===== config.mk =====
export PLATFORM = sky130hd
export DESIGN_NAME = qvr_round_sat
export DESIGN_NICKNAME = d
export VERILOG_FILES = /design/src/hdl/qvr_pkg.sv /design/src/hdl/qvr_round_sat.sv
export SDC_FILE = /design/constraint.sdc
export NUM_CORES = 1
export LEC_CHECK = 0
export BUFFER_PORTS_ARGS = -buffer_cell sky130_fd_sc_hd__buf_2
export CORE_MARGIN = 2
export CORE_UTILIZATION = 25
export DETAILED_ROUTE_END_ITERATION = 8
export PLACE_DENSITY_LB_ADDON = 0.12
export SETUP_SLACK_MARGIN = 0.02
export SLEW_MARGIN = 10
export SYNTH_ARGS = -nofsm -noshare
export SYNTH_HDL_FRONTEND = slang
export SYNTH_SLANG_ARGS = --single-unit

===== constraint.sdc =====
create_clock -name i_clk -period 2.3 [get_ports i_clk]
set_input_delay 0.115 -clock i_clk [delete_from_list [all_inputs] [get_ports i_clk]]
set_output_delay 0.115 -clock i_clk [all_outputs]
set_load 0.01 [all_outputs]

===== src/hdl/qvr_pkg.sv =====
// ----------------------------------------------------------------------------
// qvr_pkg
// Shared widths, types and register codes for the quaternion vector rotator.
// ----------------------------------------------------------------------------
package qvr_pkg;

    localparam int COMP_W  = 16;
    localparam int FRAC_W  = 14;
    localparam int P1_W    = 2 * COMP_W;
    localparam int T_W     = P1_W + 1;
    localparam int P2_W    = T_W + COMP_W;
    localparam int S_W     = P2_W + 2;
    localparam int SHIFT_W = 2 * FRAC_W;
    localparam int RND_W   = S_W + 1 - SHIFT_W;

    localparam int CFG_ADDR_W = 2;

    localparam logic [CFG_ADDR_W-1:0] REG_ROT_W = 2'd0;
    localparam logic [CFG_ADDR_W-1:0] REG_ROT_X = 2'd1;
    localparam logic [CFG_ADDR_W-1:0] REG_ROT_Y = 2'd2;
    localparam logic [CFG_ADDR_W-1:0] REG_ROT_Z = 2'd3;

    localparam logic signed [COMP_W-1:0] ROT_W_RST = 16'sd16384;
    localparam logic signed [COMP_W-1:0] ROT_V_RST = 16'sd0;

    typedef struct packed {
        logic signed [COMP_W-1:0] w;
        logic signed [COMP_W-1:0] x;
        logic signed [COMP_W-1:0] y;
        logic signed [COMP_W-1:0] z;
    } t_quat;

    typedef struct packed {
        logic signed [COMP_W-1:0] z;
        logic signed [COMP_W-1:0] y;
        logic signed [COMP_W-1:0] x;
    } t_vec;

    typedef struct packed {
        logic signed [T_W-1:0] w;
        logic signed [T_W-1:0] x;
        logic signed [T_W-1:0] y;
        logic signed [T_W-1:0] z;
    } t_tquat;

    typedef struct packed {
        logic signed [S_W-1:0] x;
        logic signed [S_W-1:0] y;
        logic signed [S_W-1:0] z;
    } t_rvec;

endpackage


===== src/hdl/qvr_round_sat.sv =====
// ----------------------------------------------------------------------------
// qvr_round_sat
// Output stage: round to nearest, saturate to 16 bits, flag clipping.
// ----------------------------------------------------------------------------
module qvr_round_sat
    import qvr_pkg::*;
(
    input  logic  i_clk,
    input  logic  i_rst_n,
    input  logic  i_valid,
    output logic  o_ready,
    input  t_rvec i_r,
    output logic  o_valid,
    input  logic  i_ready,
    output t_vec  o_vec,
    output logic  o_clip
);

    localparam logic signed [S_W:0]   HALF    = (S_W+1)'(1) <<< (SHIFT_W - 1);
    localparam logic signed [RND_W-1:0] MAX_V = RND_W'(32767);
    localparam logic signed [RND_W-1:0] MIN_V = -RND_W'(32768);

    logic  r_v;
    logic  en;
    t_vec  r_vec, n_vec;
    logic  r_clip, n_clip;
    logic  clip_x, clip_y, clip_z;

    function automatic logic signed [COMP_W-1:0] sat(
        input  logic signed [S_W-1:0] v,
        output logic                  clip
    );
        logic signed [S_W:0]    biased;
        logic signed [RND_W-1:0] rnd;
        begin
            biased = (S_W+1)'(v) + HALF;
            rnd    = biased[S_W:SHIFT_W];
            clip   = 1'b0;
            if (rnd > MAX_V) begin
                clip = 1'b1;
                sat  = MAX_V[COMP_W-1:0];
            end else if (rnd < MIN_V) begin
                clip = 1'b1;
                sat  = MIN_V[COMP_W-1:0];
            end else begin
                sat  = rnd[COMP_W-1:0];
            end
        end
    endfunction

    assign en      = !r_v || i_ready;
    assign o_ready = en;
    assign o_valid = r_v;
    assign o_vec   = r_vec;
    assign o_clip  = r_clip;

    always_comb begin
        n_vec.x = sat(i_r.x, clip_x);
        n_vec.y = sat(i_r.y, clip_y);
        n_vec.z = sat(i_r.z, clip_z);
        n_clip  = clip_x || clip_y || clip_z;
    end

    always_ff @(posedge i_clk) begin
        if (!i_rst_n) begin
            r_v <= 1'b0;
        end else if (en) begin
            r_v <= i_valid;
        end
    end

    always_ff @(posedge i_clk) begin
        if (en) begin
            r_vec  <= n_vec;
            r_clip <= n_clip;
        end
    end

endmodule


=== Word level (Yosys, flattened, before mapping) ===
Cells that the tools add are included.

* Flip-flop bits (word level): 50
* Output and inout port bits: 51
* Logic and storage cells: 27

* Add/sub/neg operators: 3
* Order comparisons: 6
* Muxes and demuxes: 9
* Reduce and logical (&&, ||, !) cells: 4

{| class="wikitable"
|+ Operators with widths
! operator !! number
|-
| adder 51 x 29 -> 52 bit, second input constant || 3
|-
| > comparator 24 x 16 -> 1 bit, second input constant || 3
|-
| < comparator 24 x 16 -> 1 bit, second input constant || 3
|-
| 2-to-1 mux 16 bit || 3
|-
| 2-to-1 mux 1 bit || 6
|-
| logical OR 1 bit || 3
|-
| zero test 1 bit || 1
|}

=== Longest topological paths before layout ===
Gate-level depths: netlist of run 1.

* Depth in word-level cells: 6
* Mapped depth: 10
* Mapped depth without buffers: 9

=== Least setup slack after synthesis of run 1 ===
No wires, ideal clock.

* Path type: input port to flip-flop
* From: in i_r[129] (netlist bit)
* To: reg r_vec (netlist bit o_vec[10]) (data pin)
* Arrival time: 2.256 ns
* Required time: 2.033 ns
* Path slack: -0.223 ns
* Cell stages on the path: 8
* Buffers on the path: 1
* Path through: ha_1 -> nand2_1 -> or4_4 -> or4_1 -> a32o_2 -> a211oi_4 -> buf_6 -> o21ai_0

* Cells in the longest elaborated chain, start to end: 3
* Elaborated cells on any way between the ends: 4
* Classes of those cells: add/sub (1); order compare (2); mux (1)

{| class="wikitable"
|+ RTL lines
! what !! line !! RTL
|-
| start: declaration || qvr_round_sat.sv:12 || <nowiki>input t_rvec i_r,</nowiki>
|-
| adder 51 x 29 -> 52 bit * || qvr_round_sat.sv:36 || <nowiki>biased = (S_W+1)'(v) + HALF;</nowiki>
|-
| < comparator 24 x 16 -> 1 bit || qvr_round_sat.sv:42 || <nowiki>end else if (rnd < MIN_V) begin</nowiki>
|-
| 2-to-1 mux 16 bit || qvr_round_sat.sv:42 ||
|-
| end signal: assignment || qvr_round_sat.sv:74 || <nowiki>r_vec <= n_vec;</nowiki>
|-
| end: declaration || qvr_round_sat.sv:25 || <nowiki>t_vec r_vec, n_vec;</nowiki>
|}

Mark *: on every way between the ends. The rest lies on a longest branch, timed or not.
A chain may end at the register's enable or synchronous reset.

=== Final worst setup path of run 1 ===
* From: in i_r[129] (netlist bit)
* To: reg r_clip (netlist: o_clip) (data pin)

* Cells in the longest elaborated chain, start to end: 6
* Elaborated cells on any way between the ends: 7
* Classes of those cells: add/sub (1); order compare (2); mux (2); reduce/logical (2)

{| class="wikitable"
|+ RTL lines
! what !! line !! RTL
|-
| adder 51 x 29 -> 52 bit * || qvr_round_sat.sv:36 ||
|-
| < comparator 24 x 16 -> 1 bit || qvr_round_sat.sv:42 ||
|-
| 2-to-1 mux 1 bit || qvr_round_sat.sv:42 ||
|-
| 2-to-1 mux 1 bit * || qvr_round_sat.sv:39 || <nowiki>if (rnd > MAX_V) begin</nowiki>
|-
| logical OR 1 bit * (2 in series) || qvr_round_sat.sv:61 || <nowiki>n_clip = clip_x || clip_y || clip_z;</nowiki>
|-
| via n_clip || qvr_round_sat.sv:26 || <nowiki>logic r_clip, n_clip;</nowiki>
|-
| end signal: assignment || qvr_round_sat.sv:75 || <nowiki>r_clip <= n_clip;</nowiki>
|-
| end: declaration || qvr_round_sat.sv:26 ||
|}

The timed path passes the listed nets; every way through them passes the cells marked *.

==> out/results.ini, run 1 <==
[run_status]
outcome = complete, no violations

[timing]
fin_skew_ns = 0.00346
period_minus_slack_ns = 2.13
max_freq_mhz = 468
worst_hold_slack_ns = 0.0650
slew_headroom_pct = 65.8
timing.final.ws_setup_ns = 0.165
rsz0062_at_grt = no
slew_violations = 0
timing.final.setup_violations = 0
hold_violations = 0
worst_slew_pin_slew_ns = 0.508
setup_tns_ns = 0
finalCritPeriodShare_pct = 92.8

[grt]
grt_usage_pct = 12.9
grt_first_pass_wirelength_um = 14800
grt_max_degree = 36
antenna_found_initial = 0
grt_pass1_vias = 3150
grt-ovfl-total = 0

[route]
ant_nets = 0
wl_um = 9330
vias_per_cell = 4.72
detail_route.wl_per_cell_um = 13.5
drtIter0Drc = 166
dr_total_vias = 3259
drc = 0
first_pass_iters = 4

[clocking]
cts_max_path_buffers = 2
cts_setup_buffers = 0
clk_pin_slew_ns = 0.07
clk_latency_ns = 0.29
numCtsBuffers = 5
cts_tree = yes
cts_root_buf = clkbuf_16
post_cts_resized = 0
cts.sinks = 50
cts_max_level = 2
ctsHoldBuffers = 0

[logic_synthesis]
seq_area_frac_synth_pct = 45.2
synth_top_area_cell = edfxtp_1
synth_top_area_share_pct = 44.6
syn_inst = 339
ys_seq_elements = 50
synth.avg_cell_area_um2 = 9.73
synth_ff_type = edfxtp_1
synth_edf_count = 49
synth_nets = 499
syn_area_mm2 = 0.00330
yosysWarnings = 0
ys_types = 52
yosys-top-cells-count = edfxtp_1, o21ai_0, xnor2_1, nand2_1, nand3_1
synth_area_leaders = edfxtp_1, o21ai_0, xnor2_1
synth_most_common_cell = edfxtp_1
async_flop_share_pct = 0

[placement]
routabilityCongestion = 0.838
hpwl_um = 7490
dp_cells = 684
port_buffers = 126
place_ws_ns = -0.155

[final_layout]
fin_cells = 691
diodes = 0
area_delta_synth_final_pct = 42.5
fillCellCount = 1358
drive_gt1_share_pct = 38.5
final_nets = 679

[worst_setup_path]
slowest_stage = or4_1
crit_fanout = 16
path_cells = buf_2, ha_2, nand2_1, or4_4, or4_1, a32o_2, a211oi_4, buf_12, nand4b_1
cp-end-kind = flip-flop
arrival_ns = 2.16
required_ns = 2.33
start_kind = primary input
worst-setup-path-type = in -> reg
critical_path.max_stage_delay_ns = 0.47

[floorplan]
core_area_mm2 = 0.0128
die_h_um = 119
ios = 208
die_w_um = 119
die_area_mm2 = 0.0141
initial_utilization_pct = 25.8
placementRows = 41

[power]
p_switching_w = 0.000583
p_total_w = 0.00228
p_int_w = 0.00169
pwr-share-seq_pct = 48.1
power_density_mw_per_mm2 = 484
ir_drop_uv = 228
sw_frac_of_total_pct = 25.6
clkPwrFrac_pct = 31.2
power_leakage_nw = 1.78
pwr-share-comb_pct = 20.7

[flow_run]
max_cap_viol_count = 0

[worst_hold_path]
hp-class = in -> reg

## layer usage
layer | vias up | part of all wire [%] | track usage [%]
met5 | - | 0 | 0
met4 | 0 | 1.4 | 4.91
met3 | 8 | 7.1 | 3.07
met2 | 103 | 46 | 21.3
met1 | 1488 | 45 | 16.5
li1 | 1660 | - | -
## layout make-up
cell class | instances | area, um^2 | area share [%]
Sequential cell | 50 | 1490 | 31.7
Multi-Input combinational cell | 270 | 1740 | 37.0
Tap cell | 172 | 215 | 4.58
Inverter | 11 | 41.3 | 0.878
Timing Repair Buffer | 181 | 1080 | 23.0
Clock buffer | 7 | 133 | 2.82
## cells in the final DEF, fill, tap and decap left out, types with 2 or more instances in the layout
cell type and count:
o22ai_1 2, edfxtp_1 49, nand4_1 11, o31ai_1 2
nand2_1 24, o21ai_0 38, clkbuf_1 2, nor4b_1 2
nor2_1 17, or2_2 3, or4_1 3, xor2_1 20
a21oi_1 7, a41oi_1 2, o21ai_1 11, nand3_1 24
ha_1 2, clkbuf_16 5, buf_2 126, o31a_1 2
and3_1 17, nor3_1 12, nor4_1 9, a31oi_1 5
nor2b_1 2, inv_1 11, xnor2_1 25, buf_4 52
and4_1 2, a311oi_1 3, o311a_1 2, buf_12 3
## power groups by stage
stage	registers [W]	logic (W)	clock network, W
2_1_floorplan	0.00115	0.000158	0
3_3_place_gp	0.00111	0.000475	0
3_5_place_dp	0.00111	0.000477	0
4_1_cts	0.00110	0.000478	0.000753
5_1_grt	0.00110	0.000523	0.000772
6_report	0.00109	0.000472	0.000710
## kinds of logic after synthesis
family          share of synthesized area (%)
compound gates                           15.6
xor+xnor                                 11.9
fa+ha+maj                                1.14
buf+inv                                  2.43
flops                                    45.2
mux                                     0.303
simple gates                             23.4
## state kept, by name, indices dropped and copies added (netlist names)
| register | cells |
|---|---|
| o_clip | 1 |
| o_vec | 48 |
| o_valid | 1 |
## metrics by stage
| step | instance area [um^2] | util [%] |
|---|---|---|
| after detailed placement | 4570 | 35.8 |
| after global placement | 4570 | 35.8 |
| after global routing | 4700 | 36.8 |
| after floorplan | 3310 | - |
| final | 4700 | 36.8 |
| after CTS | 4700 | 36.8 |
## path summary, 6_finish.rpt
kind         slack, ns  startpoint  cells past startpoint         to
max               0.17    i_r[129]                      9     o_clip
min               0.07     i_valid                      3    o_valid
max reg2reg       1.01     o_valid                      2  o_vec[41]
min reg2reg       0.88     o_valid                      2    o_valid
## worst max-delay path: cells and delay by family
kind,cells,cell delay [ns]
and+or+nand+nor,4,1.06
AOI/OAI and AO/OA,2,0.54
adders and majority gates,1,0.18
buffers and inverters,2,0.26
Note: power is estimated with default switching activity, not from simulation.
==> inputs of run 2 (changes only) <==
- CORE_MARGIN: 2 -> 10
==> out/results.ini, run 2 (synthesis results as in run 1) <==
[worst_setup_path]
crit_fanout = 16
start_kind = primary input
rrSetupSlack_ns = 0.99
required_ns = 2.34
critical_path.max_stage_delay_ns = 0.48
slowest_stage = or4_1
r2r_end = o_vec[46]
worst-setup-path-type = in -> reg
path_cells = buf_2, ha_2, nand2_1, or4_4, or4_1, a32o_2, a211oi_4, buf_12, o21ai_0
r2r_start = o_valid
ff2ff_path_depth = 2
arrival_ns = 2.18
cp-end-kind = flip-flop

[clocking]
clk_pin_slew_ns = 0.07
cts_tree = yes
post_cts_resized = 0
cts.sinks = 50
numCtsBuffers = 5
cts_root_buf = clkbuf_16
cts_max_path_buffers = 2
ctsHoldBuffers = 0
clk_latency_ns = 0.30
cts_setup_buffers = 0
cts_max_level = 2

[floorplan]
placementRows = 41
ios = 208
die_area_mm2 = 0.0182
die_h_um = 135
core_area_mm2 = 0.0128
die_w_um = 135
initial_utilization_pct = 25.8

[route]
wl_um = 10500
dr_total_vias = 3282
first_pass_iters = 4
detail_route.wl_per_cell_um = 15.0
drtIter0Drc = 199
drc = 0
ant_nets = 0
vias_per_cell = 4.68

[timing]
finalCritPeriodShare_pct = 93.0
slew_headroom_pct = 65.2
hold_violations = 0
rsz0062_at_grt = no
fin_skew_ns = 0.00533
timing.final.setup_violations = 0
max_freq_mhz = 468
worst_slew_pin_slew_ns = 0.522
slew_violations = 0
period_minus_slack_ns = 2.14

[grt]
antenna_found_initial = 0
grt_max_degree = 35
grt_first_pass_wirelength_um = 16700
grt_usage_pct = 11.3
grt_pass1_vias = 3358
grt-ovfl-total = 0

[placement]
port_buffers = 126
routabilityCongestion = 0.873
hpwl_um = 8670

[power]
ir_drop_uv = 219
power_leakage_nw = 1.83
power_density_mw_per_mm2 = 490
p_total_w = 0.00234

[final_layout]
final_common_cell = buf_2
drive_gt1_share_pct = 39.9
fillCellCount = 1350
largest_reg_flops = 48
finish.utilization_pct = 37.4
diodes = 0
mostFrequentLayoutCells = buf_2, buf_4, edfxtp_1, o21ai_0, xnor2_1
final_nets = 688
area_delta_synth_final_pct = 44.7

[flow_run]
max_cap_viol_count = 0

[worst_hold_path]
holdPathStages = 3
hp-class = in -> reg
holdCritStartpoint = i_valid
whs_endpoint = o_valid

[run_status]
outcome = complete, no violations

-- run 2: worst max-delay path by stage --
stage / from / endpoint / cells past startpoint
after floorplan: i_r[137] / o_vec[10] / 7
after global placement: i_r[137] / o_clip / 8
after detailed placement: i_r[129] / o_vec[0] / 9
after CTS: i_r[129] / o_vec[0] / 9
after global routing: i_r[130] / o_vec[0] / 9
final: i_r[129] / o_vec[0] / 9
-- run 2: critical path, delay by kind of cell --
kind / cells / cell delay (ns)
AO/OA/AOI/OAI: 3 / 0.62
AND/OR/NAND/NOR: 3 / 1.00
buffers and inverters: 2 / 0.26
adder cells (fa/ha/maj): 1 / 0.18
-- run 2: metrics by stage --
step / hold WS, ns / setup TNS, ns / worst slack (ns) / cells / area [um^2]
after floorplan: 0.254 / -0.182 / -0.0191 / 339 / 3310
after global placement: 0.368 / -1.29 / -0.112 / 693 / 4630
after detailed placement: 0.385 / -2.07 / -0.166 / 693 / 4630
after CTS: 0.0712 / 0 / 0.151 / 701 / 4770
after global routing: 0.0791 / 0 / 0.0526 / 701 / 4770
final: 0.0721 / 0 / 0.161 / 701 / 4770
-- run 2: layout make-up --
cell class              count  area, um^2  share of cell area (%)
multi-input cells         270        1740                    36.5
flip-flops and latches     50        1490                    31.2
repair buffers            190        1140                    23.8
well taps                 172         215                    4.51
clock buffers               7         143                    2.99
inverters                  11        41.3                   0.865
clock inverters             1        5.00                   0.105
-- run 2: report_power, final --
group,switching [W],internal [W]
combinational,0.000259,0.000223
clock,0.000328,0.000432
sequential,0.0000184,0.00108
total,0.000605,0.00173
-- run 2: layer usage --
layer / up-vias / wire length (um) / track usage, %
met5: - / 0 / 0
li1: 1675 / - / -
met3: 13 / 838 / 3.82
met1: 1483 / 4560 / 13.3
met2: 111 / 4940 / 18.5
met4: 0 / 182 / 3.93
